`src/sv/mcs_pkg.sv`:
```
`timescale 1ns / 1ps
// ----------------------------------------------------------------------------
// Motor command scheduler package
// Shared types, register indexes and codes for the scheduler blocks.
// ----------------------------------------------------------------------------
package mcs_pkg;

  localparam int unsigned CfgIdxW  = 3;
  localparam int unsigned CfgDataW = 32;

  // Configuration register indexes.
  localparam logic [CfgIdxW-1:0] CFG_RPM_MIN      = 3'd0;
  localparam logic [CfgIdxW-1:0] CFG_RPM_MAX      = 3'd1;
  localparam logic [CfgIdxW-1:0] CFG_CHANGE_THR   = 3'd2;
  localparam logic [CfgIdxW-1:0] CFG_RESEND_MS    = 3'd3;
  localparam logic [CfgIdxW-1:0] CFG_BROADCAST    = 3'd4;
  localparam logic [CfgIdxW-1:0] CFG_SLAVE_ADDR   = 3'd5;
  localparam logic [CfgIdxW-1:0] CFG_INVERT_DIR   = 3'd6;

  // Opcodes of an input beat.
  localparam logic OP_SET_SPEED = 1'b0;
  localparam logic OP_SERVICE   = 1'b1;

  // Write kinds.
  localparam logic KIND_SPEED = 1'b0;
  localparam logic KIND_CMD   = 1'b1;

  // Scheduler phase codes.
  localparam logic [1:0] PH_IDLE  = 2'd0;
  localparam logic [1:0] PH_SPEED = 2'd1;
  localparam logic [1:0] PH_CMD   = 2'd2;

  // Direction codes.
  localparam logic [1:0] DIR_STOP = 2'd0;
  localparam logic [1:0] DIR_FWD  = 2'd1;
  localparam logic [1:0] DIR_REV  = 2'd2;
  localparam logic [1:0] DIR_NONE = 2'd3;

  localparam logic [15:0] WORD_ZERO = 16'h0000;
  localparam logic [15:0] WORD_ONES = 16'hFFFF;

  typedef struct packed {
    logic [15:0] rpm_min;
    logic [15:0] rpm_max;
    logic [15:0] change_threshold;
    logic [31:0] resend_interval_ms;
    logic        broadcast_writes;
    logic [7:0]  slave_address;
    logic        invert_direction;
  } cfg_t;

  typedef struct packed {
    logic               opcode;
    logic signed [31:0] rpm_request;
    logic [31:0]        now_ms;
    logic               bus_busy;
    logic               bus_accepts;
  } in_item_t;

  typedef struct packed {
    logic        write_valid;
    logic        write_kind;
    logic [7:0]  target_address;
    logic [15:0] word_high;
    logic [15:0] word_low;
  } out_item_t;

  typedef struct packed {
    logic [15:0] speed;
    logic [1:0]  direction;
  } speed_req_t;

  typedef struct packed {
    logic [1:0] phase;
    logic [1:0] sent_direction;
  } sched_status_t;

endpackage

```
`src/sv/mcs_shaper.sv`:
```
`timescale 1ns / 1ps
// ----------------------------------------------------------------------------
// Speed request shaper
// Turns a signed rpm request into a clamped magnitude and a direction code.
// ----------------------------------------------------------------------------
module mcs_shaper import mcs_pkg::*; (
  input  logic signed [31:0] rpm_request,
  input  cfg_t               cfg,
  output speed_req_t         req
);

  logic signed [32:0] req_ext;
  logic signed [32:0] signed_req;
  logic [31:0]        mag;
  logic [31:0]        mag_min;
  logic [31:0]        mag_sat;

  always_comb begin
    req_ext    = {rpm_request[31], rpm_request};
    // The negation is done one bit wider so that the most negative request
    // yields a magnitude of two to the thirty-first.
    signed_req = cfg.invert_direction ? -req_ext : req_ext;
    mag        = signed_req[32] ? 32'(-signed_req) : signed_req[31:0];

    if ((mag != 32'd0) && (mag < {16'd0, cfg.rpm_min})) begin
      mag_min = 32'd0;
    end else begin
      mag_min = mag;
    end

    if (mag_min > {16'd0, cfg.rpm_max}) begin
      mag_sat = {16'd0, cfg.rpm_max};
    end else begin
      mag_sat = mag_min;
    end

    req.speed = mag_sat[15:0];
    if (mag_sat == 32'd0) begin
      req.direction = DIR_STOP;
    end else if (!signed_req[32]) begin
      req.direction = DIR_FWD;
    end else begin
      req.direction = DIR_REV;
    end
  end

endmodule

```
`src/sv/mcs_sched.sv`:
```
`timescale 1ns / 1ps
// ----------------------------------------------------------------------------
// Write scheduler
// Holds the pending and sent speed and direction, and decides on each
// service beat whether a speed or a command write goes out.
// ----------------------------------------------------------------------------
module mcs_sched import mcs_pkg::*; (
  input  logic          clk,
  input  logic          rst_n,
  input  logic          adv,
  input  in_item_t      item,
  input  speed_req_t    req,
  input  cfg_t          cfg,
  output out_item_t     result,
  output sched_status_t status
);

  logic [1:0]  phase_r, phase_nxt;
  logic [15:0] pending_speed_r, pending_speed_nxt;
  logic [15:0] sent_speed_r, sent_speed_nxt;
  logic [1:0]  pending_dir_r, pending_dir_nxt;
  logic [1:0]  sent_dir_r, sent_dir_nxt;
  logic [31:0] last_cmd_time_r, last_cmd_time_nxt;

  logic [15:0] diff;
  logic [31:0] age;
  logic        speed_changed;
  logic        cmd_changed;
  logic        stale;
  logic [1:0]  ph;
  logic [7:0]  dest_addr;

  always_comb begin
    phase_nxt         = phase_r;
    pending_speed_nxt = pending_speed_r;
    sent_speed_nxt    = sent_speed_r;
    pending_dir_nxt   = pending_dir_r;
    sent_dir_nxt      = sent_dir_r;
    last_cmd_time_nxt = last_cmd_time_r;
    result            = '0;

    diff = (pending_speed_r > sent_speed_r) ? (pending_speed_r - sent_speed_r)
                                            : (sent_speed_r - pending_speed_r);
    age           = item.now_ms - last_cmd_time_r;
    speed_changed = diff > cfg.change_threshold;
    cmd_changed   = pending_dir_r != sent_dir_r;
    stale         = age > cfg.resend_interval_ms;
    dest_addr     = cfg.broadcast_writes ? 8'd0 : cfg.slave_address;
    ph            = phase_r;

    if (item.opcode == OP_SET_SPEED) begin
      pending_speed_nxt = req.speed;
      pending_dir_nxt   = req.direction;
    end else if (!item.bus_busy) begin
      // A phase left over from a refused write is kept; otherwise choose anew.
      if ((phase_r != PH_SPEED) && (phase_r != PH_CMD)) begin
        if (speed_changed) begin
          ph = PH_SPEED;
        end else if (cmd_changed || stale) begin
          ph = PH_CMD;
        end else begin
          ph = PH_IDLE;
        end
      end
      phase_nxt = ph;

      if (item.bus_accepts && (ph != PH_IDLE)) begin
        result.write_valid    = 1'b1;
        result.target_address = dest_addr;
        result.word_high      = WORD_ZERO;
        if (ph == PH_SPEED) begin
          result.write_kind = KIND_SPEED;
          result.word_low   = pending_speed_r & WORD_ONES;
          sent_speed_nxt    = pending_speed_r;
          phase_nxt         = cmd_changed ? PH_CMD : PH_IDLE;
        end else begin
          result.write_kind = KIND_CMD;
          result.word_low   = {14'd0, pending_dir_r};
          sent_dir_nxt      = pending_dir_r;
          last_cmd_time_nxt = item.now_ms;
          phase_nxt         = PH_IDLE;
        end
      end
    end
  end

  always_ff @(posedge clk) begin
    if (!rst_n) begin
      phase_r         <= PH_IDLE;
      pending_speed_r <= 16'd0;
      sent_speed_r    <= 16'd0;
      pending_dir_r   <= DIR_STOP;
      sent_dir_r      <= DIR_NONE;
      last_cmd_time_r <= 32'd0;
    end else if (adv) begin
      phase_r         <= phase_nxt;
      pending_speed_r <= pending_speed_nxt;
      sent_speed_r    <= sent_speed_nxt;
      pending_dir_r   <= pending_dir_nxt;
      sent_dir_r      <= sent_dir_nxt;
      last_cmd_time_r <= last_cmd_time_nxt;
    end
  end

  assign status.phase          = phase_r;
  assign status.sent_direction = sent_dir_r;

endmodule

```
`src/sv/motor_command_scheduler_core.sv`:
```
`timescale 1ns / 1ps
// ----------------------------------------------------------------------------
// Motor command scheduler core
// Turns speed requests and service beats into register writes for one motor
// driver on a shared bus.
// ----------------------------------------------------------------------------
// The block takes one input beat per clock cycle unless out_ready stalls it, and
// returns exactly one result beat for each: a beat waits in the input register,
// where the shaper and the scheduler decide on the write in a single pass, and
// then in the result register. The result register lets a new beat enter while
// an earlier result still waits on out_ready. Configuration registers are
// written through cfg_we, cfg_idx and cfg_wdata and should only change while
// no beat is in flight.
module motor_command_scheduler_core import mcs_pkg::*; (
  input  logic                clk,
  input  logic                rst_n,
  input  logic                in_valid,
  output logic                in_ready,
  input  in_item_t            in_data,
  output logic                out_valid,
  input  logic                out_ready,
  output out_item_t           out_data,
  input  logic                cfg_we,
  input  logic [CfgIdxW-1:0]  cfg_idx,
  input  logic [CfgDataW-1:0] cfg_wdata
);

  cfg_t          cfg_r;
  logic          in_vld_r;
  in_item_t      in_item_r;
  logic          out_valid_r;
  out_item_t     out_data_r;
  logic          adv;
  speed_req_t    req;
  out_item_t     result;
  sched_status_t status;

  always_ff @(posedge clk) begin
    if (!rst_n) begin
      cfg_r.rpm_min            <= 16'd80;
      cfg_r.rpm_max            <= 16'd3000;
      cfg_r.change_threshold   <= 16'd5;
      cfg_r.resend_interval_ms <= 32'd200;
      cfg_r.broadcast_writes   <= 1'b0;
      cfg_r.slave_address      <= 8'd1;
      cfg_r.invert_direction   <= 1'b0;
    end else if (cfg_we) begin
      case (cfg_idx)
        CFG_RPM_MIN:    cfg_r.rpm_min            <= cfg_wdata[15:0];
        CFG_RPM_MAX:    cfg_r.rpm_max            <= cfg_wdata[15:0];
        CFG_CHANGE_THR: cfg_r.change_threshold   <= cfg_wdata[15:0];
        CFG_RESEND_MS:  cfg_r.resend_interval_ms <= cfg_wdata;
        CFG_BROADCAST:  cfg_r.broadcast_writes   <= cfg_wdata[0];
        CFG_SLAVE_ADDR: cfg_r.slave_address      <= cfg_wdata[7:0];
        CFG_INVERT_DIR: cfg_r.invert_direction   <= cfg_wdata[0];
        default: ;
      endcase
    end
  end

  // The input register moves on whenever the result register is free or
  // being emptied in the same cycle.
  assign adv      = in_vld_r && (!out_valid_r || out_ready);
  assign in_ready = !in_vld_r || adv;

  always_ff @(posedge clk) begin
    if (!rst_n) begin
      in_vld_r <= 1'b0;
    end else if (in_valid && in_ready) begin
      in_vld_r <= 1'b1;
    end else if (adv) begin
      in_vld_r <= 1'b0;
    end
  end

  always_ff @(posedge clk) begin
    if (in_valid && in_ready) begin
      in_item_r <= in_data;
    end
  end

  mcs_shaper u_shaper (
    .rpm_request (in_item_r.rpm_request),
    .cfg         (cfg_r),
    .req         (req)
  );

  mcs_sched u_sched (
    .clk    (clk),
    .rst_n  (rst_n),
    .adv    (adv),
    .item   (in_item_r),
    .req    (req),
    .cfg    (cfg_r),
    .result (result),
    .status (status)
  );

  always_ff @(posedge clk) begin
    if (!rst_n) begin
      out_valid_r <= 1'b0;
    end else if (adv) begin
      out_valid_r <= 1'b1;
    end else if (out_ready) begin
      out_valid_r <= 1'b0;
    end
  end

  always_ff @(posedge clk) begin
    if (adv) begin
      out_data_r <= result;
    end
  end

  assign out_valid = out_valid_r;
  assign out_data  = out_data_r;

  // A beat that carries no write is all zero.
  a_empty_result_zero: assert property (@(posedge clk) disable iff (!rst_n)
    out_valid && !out_data.write_valid |-> out_data == '0)
    else $error("empty result beat carries nonzero fields");

  // A speed write never has a nonzero upper word.
  a_speed_high_zero: assert property (@(posedge clk) disable iff (!rst_n)
    out_valid && out_data.write_valid && (out_data.write_kind == KIND_SPEED)
    |-> out_data.word_high == WORD_ZERO)
    else $error("speed write with nonzero upper word");

  // Once a command has gone out, a direction has been recorded as sent.
  a_cmd_records_dir: assert property (@(posedge clk) disable iff (!rst_n)
    adv && result.write_valid && (result.write_kind == KIND_CMD)
    |=> status.sent_direction != DIR_NONE)
    else $error("command write did not record the sent direction");

  // A completed write never leaves the speed phase selected.
  a_write_leaves_phase: assert property (@(posedge clk) disable iff (!rst_n)
    adv && result.write_valid |=> status.phase != PH_SPEED)
    else $error("phase still on speed after a completed write");

endmodule

```
`config.mk`:
```
export PLATFORM = sky130hd
export DESIGN_NAME = motor_command_scheduler_core
export DESIGN_NICKNAME = d
export VERILOG_FILES = /design/src/sv/mcs_pkg.sv /design/src/sv/mcs_shaper.sv /design/src/sv/mcs_sched.sv /design/src/sv/motor_command_scheduler_core.sv
export SDC_FILE = /design/constraint.sdc
export NUM_CORES = 1
export LEC_CHECK = 0
export ABC_AREA = 1
export BUFFER_PORTS_ARGS = -buffer_cell sky130_fd_sc_hd__buf_2
export CORE_UTILIZATION = 45
export DETAILED_ROUTE_END_ITERATION = 10
export GPL_ROUTABILITY_DRIVEN = 0
export HOLD_SLACK_MARGIN = 0.15
export PLACE_DENSITY = 0.63
export SETUP_SLACK_MARGIN = 0.5
export SLEW_MARGIN = 20
export SYNTH_ARGS = -nofsm -noshare
export SYNTH_HDL_FRONTEND = slang
export SYNTH_HIERARCHICAL = 1
export SYNTH_SLANG_ARGS = --single-unit
export TNS_END_PERCENT = 20
```
`constraint.sdc`:
```
create_clock -name clk -period 8.9 [get_ports clk]
set_input_delay 0.445 -clock clk [delete_from_list [all_inputs] [get_ports clk]]
set_output_delay 0.445 -clock clk [all_outputs]
set_load 0.01 [all_outputs]
```
==> impl_metrics.csv <==
group,metric,value,unit
outcome,status,"finished clean",
pwr,p_leak,0.01064,uW
worst_hold_path,min_path_cells,3,
die,die_h,208.8,um
critical_path,cp_slowest_stage_delay,1.05,ns
clocking,clkLatencyLatePin,0.54,ns
drt,routed-via-count,18070,
critical_path,cp_max_fo,63,
clocking,numCtsBuffers,34,
timing,fin_skew,0.01275,ns
timing,hold_violations,0,
layout,drive_gt1_frac,0.1144,
layout,nFillCells,4226,
timing,setup_viol,0,
global_route,grt_pass1_wl,85.35,mm
synthesis,synth_cell_types,56,
clocking,cts_tree,"done",
drt,top_layer_used,"met4",
placed_design,port_buffers,150,
clocking,cts.clk_slew.worst_paths,0.06,ns
drt,via_per_inst,5.120,
drt,wl_met3,3.030,mm
drt,drtPass1Iterations,5,
global_route,grt_pass1_vias,16680,
die,initial_core_util,0.4576,
clocking,cts-htree-levels,2,
synthesis,yosys_warnings,6,
critical_path,worstPathRequired,9.33,ns
timing,final_max_slew_viol_count,0,
critical_path,cp_common_cell,"nand2_1",
pwr,ir_worst_vdd,139.3,uV
die,die-area,43580,um^2
synthesis,ys.flop_type,"dfxtp_1",
drt,totalWireLength,52.86,mm
clocking,cts_root_buf,"clkbuf_16",
critical_path,end_kind,"flop",
synthesis,synth.avg_cell_area,6.910,um^2
drt,drt-met1-wl,24.80,mm
timing,post-route-period-util,0.6703,
timing,tns,0,ns
timing,period_minus_slack,5.966,ns
drt,antenna_left,0,
drt,drt-initial-drc-count,1376,
layout,area_growth_syn_to_layout,14.53,%
synthesis,async_flop_share,0,
critical_path,path_class,"flop to flop",
clocking,post_cts_buffers,0,
timing,worstMarginPinSlew,1.097,ns
layout,n_antenna_cell,0,
drt,wl_met2,23.77,mm
synthesis,syn_area,19240,um^2
flow_run,drv_cap,0,
synthesis,netlist_instances,2784,
critical_path,crit_arrival,6.40,ns
timing,rsz0062_at_grt,"false",
global_route,antenna_found_initial,0,
critical_path,crit_slowest_cell,"dfxtp_2",
die,fp.dieW,208.8,um
critical_path,reg2reg_depth,35,
drt,drc,0,
synthesis,synth_seq_cells,271,
timing,whs,0.1793,ns
die,ioPinCount,151,
clocking,clockBufferDepth,3,
global_route,grt_max_degree,103,
layout,fin_nets,3217,
pwr,cellPowerDensity,170.6,nW/um^2
synthesis,ys_seq_area_frac,0.3387,
die,core_area,42040,um^2
drt,wl_per_cell,14.98,um
timing,fmax,167.6,MHz
global_route,track_usage,0.2416,
timing,slew_headroom,0.2688,
global_route,grt.overflow.total,0,
placed_design,place_hpwl,39.33,mm
synthesis,synth_edf_count,109,
critical_path,critPathLaunchType,"flop",
clocking,cts.sinks,271,
die,std_cell_rows,75,
worst_hold_path,hold_class,"primary input to flop",
power breakdown:
group          switching (uW)  total (uW)  internal [uW]
Clock                     569        1410            838
Sequential               36.4        1380           1350
Combinational             641         968            326
state kept, by name, summed over array words and instances (netlist names):
signal / count
u_sched/sent_dir_r: 2
in_vld_r: 1
u_sched/phase_r: 2
in_item_r: 67
out_valid: 1
u_sched/pending_dir_r: 2
u_sched/sent_speed_r: 16
u_sched/last_cmd_time_r: 32
u_sched/pending_speed_r: 16
out_data: 42
cfg_r: 90
critical path, delay by kind of cell (launching register included):
family / cells / cell delay [ns]
flops: 1 / 1.05
compound gates: 8 / 1.16
xor+xnor: 1 / 0.17
simple gates: 19 / 2.08
buf+inv: 5 / 0.83
fa+ha+maj: 2 / 0.56
cell type report:
cell class              count  area, um^2  share of cell area
clock buffers              42       932.1             0.04231
inverters                 447        1694             0.07689
repair buffers            229        1526             0.06928
multi-input cells        1981       10500              0.4763
flip-flops and latches    271        6518              0.2958
well taps                 539       674.4             0.03061
clock inverters            19       193.9            0.008802
synth_stat cells (9+ instances only):
cell,instances,share of area
nand4_1,54,0.018
edfxtp_1,109,0.17
inv_1,427,0.083
xnor2_1,14,0.0064
nor2_2,22,0.0072
nand3_1,232,0.060
ha_1,143,0.093
nand2_2,42,0.014
nand3_2,11,0.0057
a21oi_1,145,0.038
buf_4,28,0.011
buf_1,10,0.0020
dfxtp_1,162,0.17
nor3_1,29,0.0075
buf_6,9,0.0053
buf_2,36,0.0094
xor2_1,44,0.020
o21ai_0,84,0.022
nor2_1,341,0.067
clkbuf_1,15,0.0029
nand2_1,714,0.14
inv_2,13,0.0025
per-stage QoR:
stage | total power (uW) | area, um^2 | instances | util | worst slack (ns)
after floorplan | 2122 | 19290 | 2799 | - | 3.745
after global placement | 2320 | 20190 | 3395 | 0.4802 | 3.130
after detailed placement | 2341 | 20190 | 3395 | 0.4802 | 3.052
after CTS | 3797 | 22030 | 3528 | 0.5241 | 3.030
after global routing | 3980 | 22030 | 3528 | 0.5241 | 2.306
final | 3758 | 22030 | 3528 | 0.5241 | 2.934
layer usage:
metal | vias up | global-route usage
met5 | - | 0
met4 | 0 | 0.07454
met3 | 95 | 0.03111
met2 | 514 | 0.3909
met1 | 8279 | 0.3343
li1 | 9177 | -
cell families after synthesis:
kind of cell	Yosys count	share of synthesized area
other	1	0.0001949
AO/OA/AOI/OAI	275	0.07778
XOR/XNOR	58	0.02640
flip-flops	271	0.3387
buffers and inverters	547	0.1198
adder cells (fa/ha/maj)	146	0.09612
AND/OR/NAND/NOR	1486	0.3410
worst paths after layout:
kind | slack, ns | from | endpoint
max | 2.93 | cfg_r[0] | u_sched/pending_dir_r[1]
min | 0.18 | cfg_wdata[9] | cfg_r[67]
max reg2reg | 2.93 | cfg_r[0] | u_sched/pending_dir_r[1]
min reg2reg | 0.47 | u_sched/sent_speed_r[15] | u_sched/sent_speed_r[15]
placed cells by master, fill, tap and decap left out, drive strengths merged, types with 14 or more instances in the layout:
cell	count
nand3	247
a21oi	145
buf	157
nor3	33
xnor2	14
nor2	374
ha	143
xor2	44
inv	447
clkbuf	42
o21ai	93
nand4	54
dlygate4sd3	72
edfxtp	109
nand2	763
conb	16
dfxtp	162
what timing repair did:
item | in CTS | in global routing
resized for setup | 0 | 0
endpoints found under the hold margin | 73 | 0
hold buffers | 72 | 0
setup endpoints to repair | 0 | 0
No activity file was read; power rests on OpenSTA's default activity.
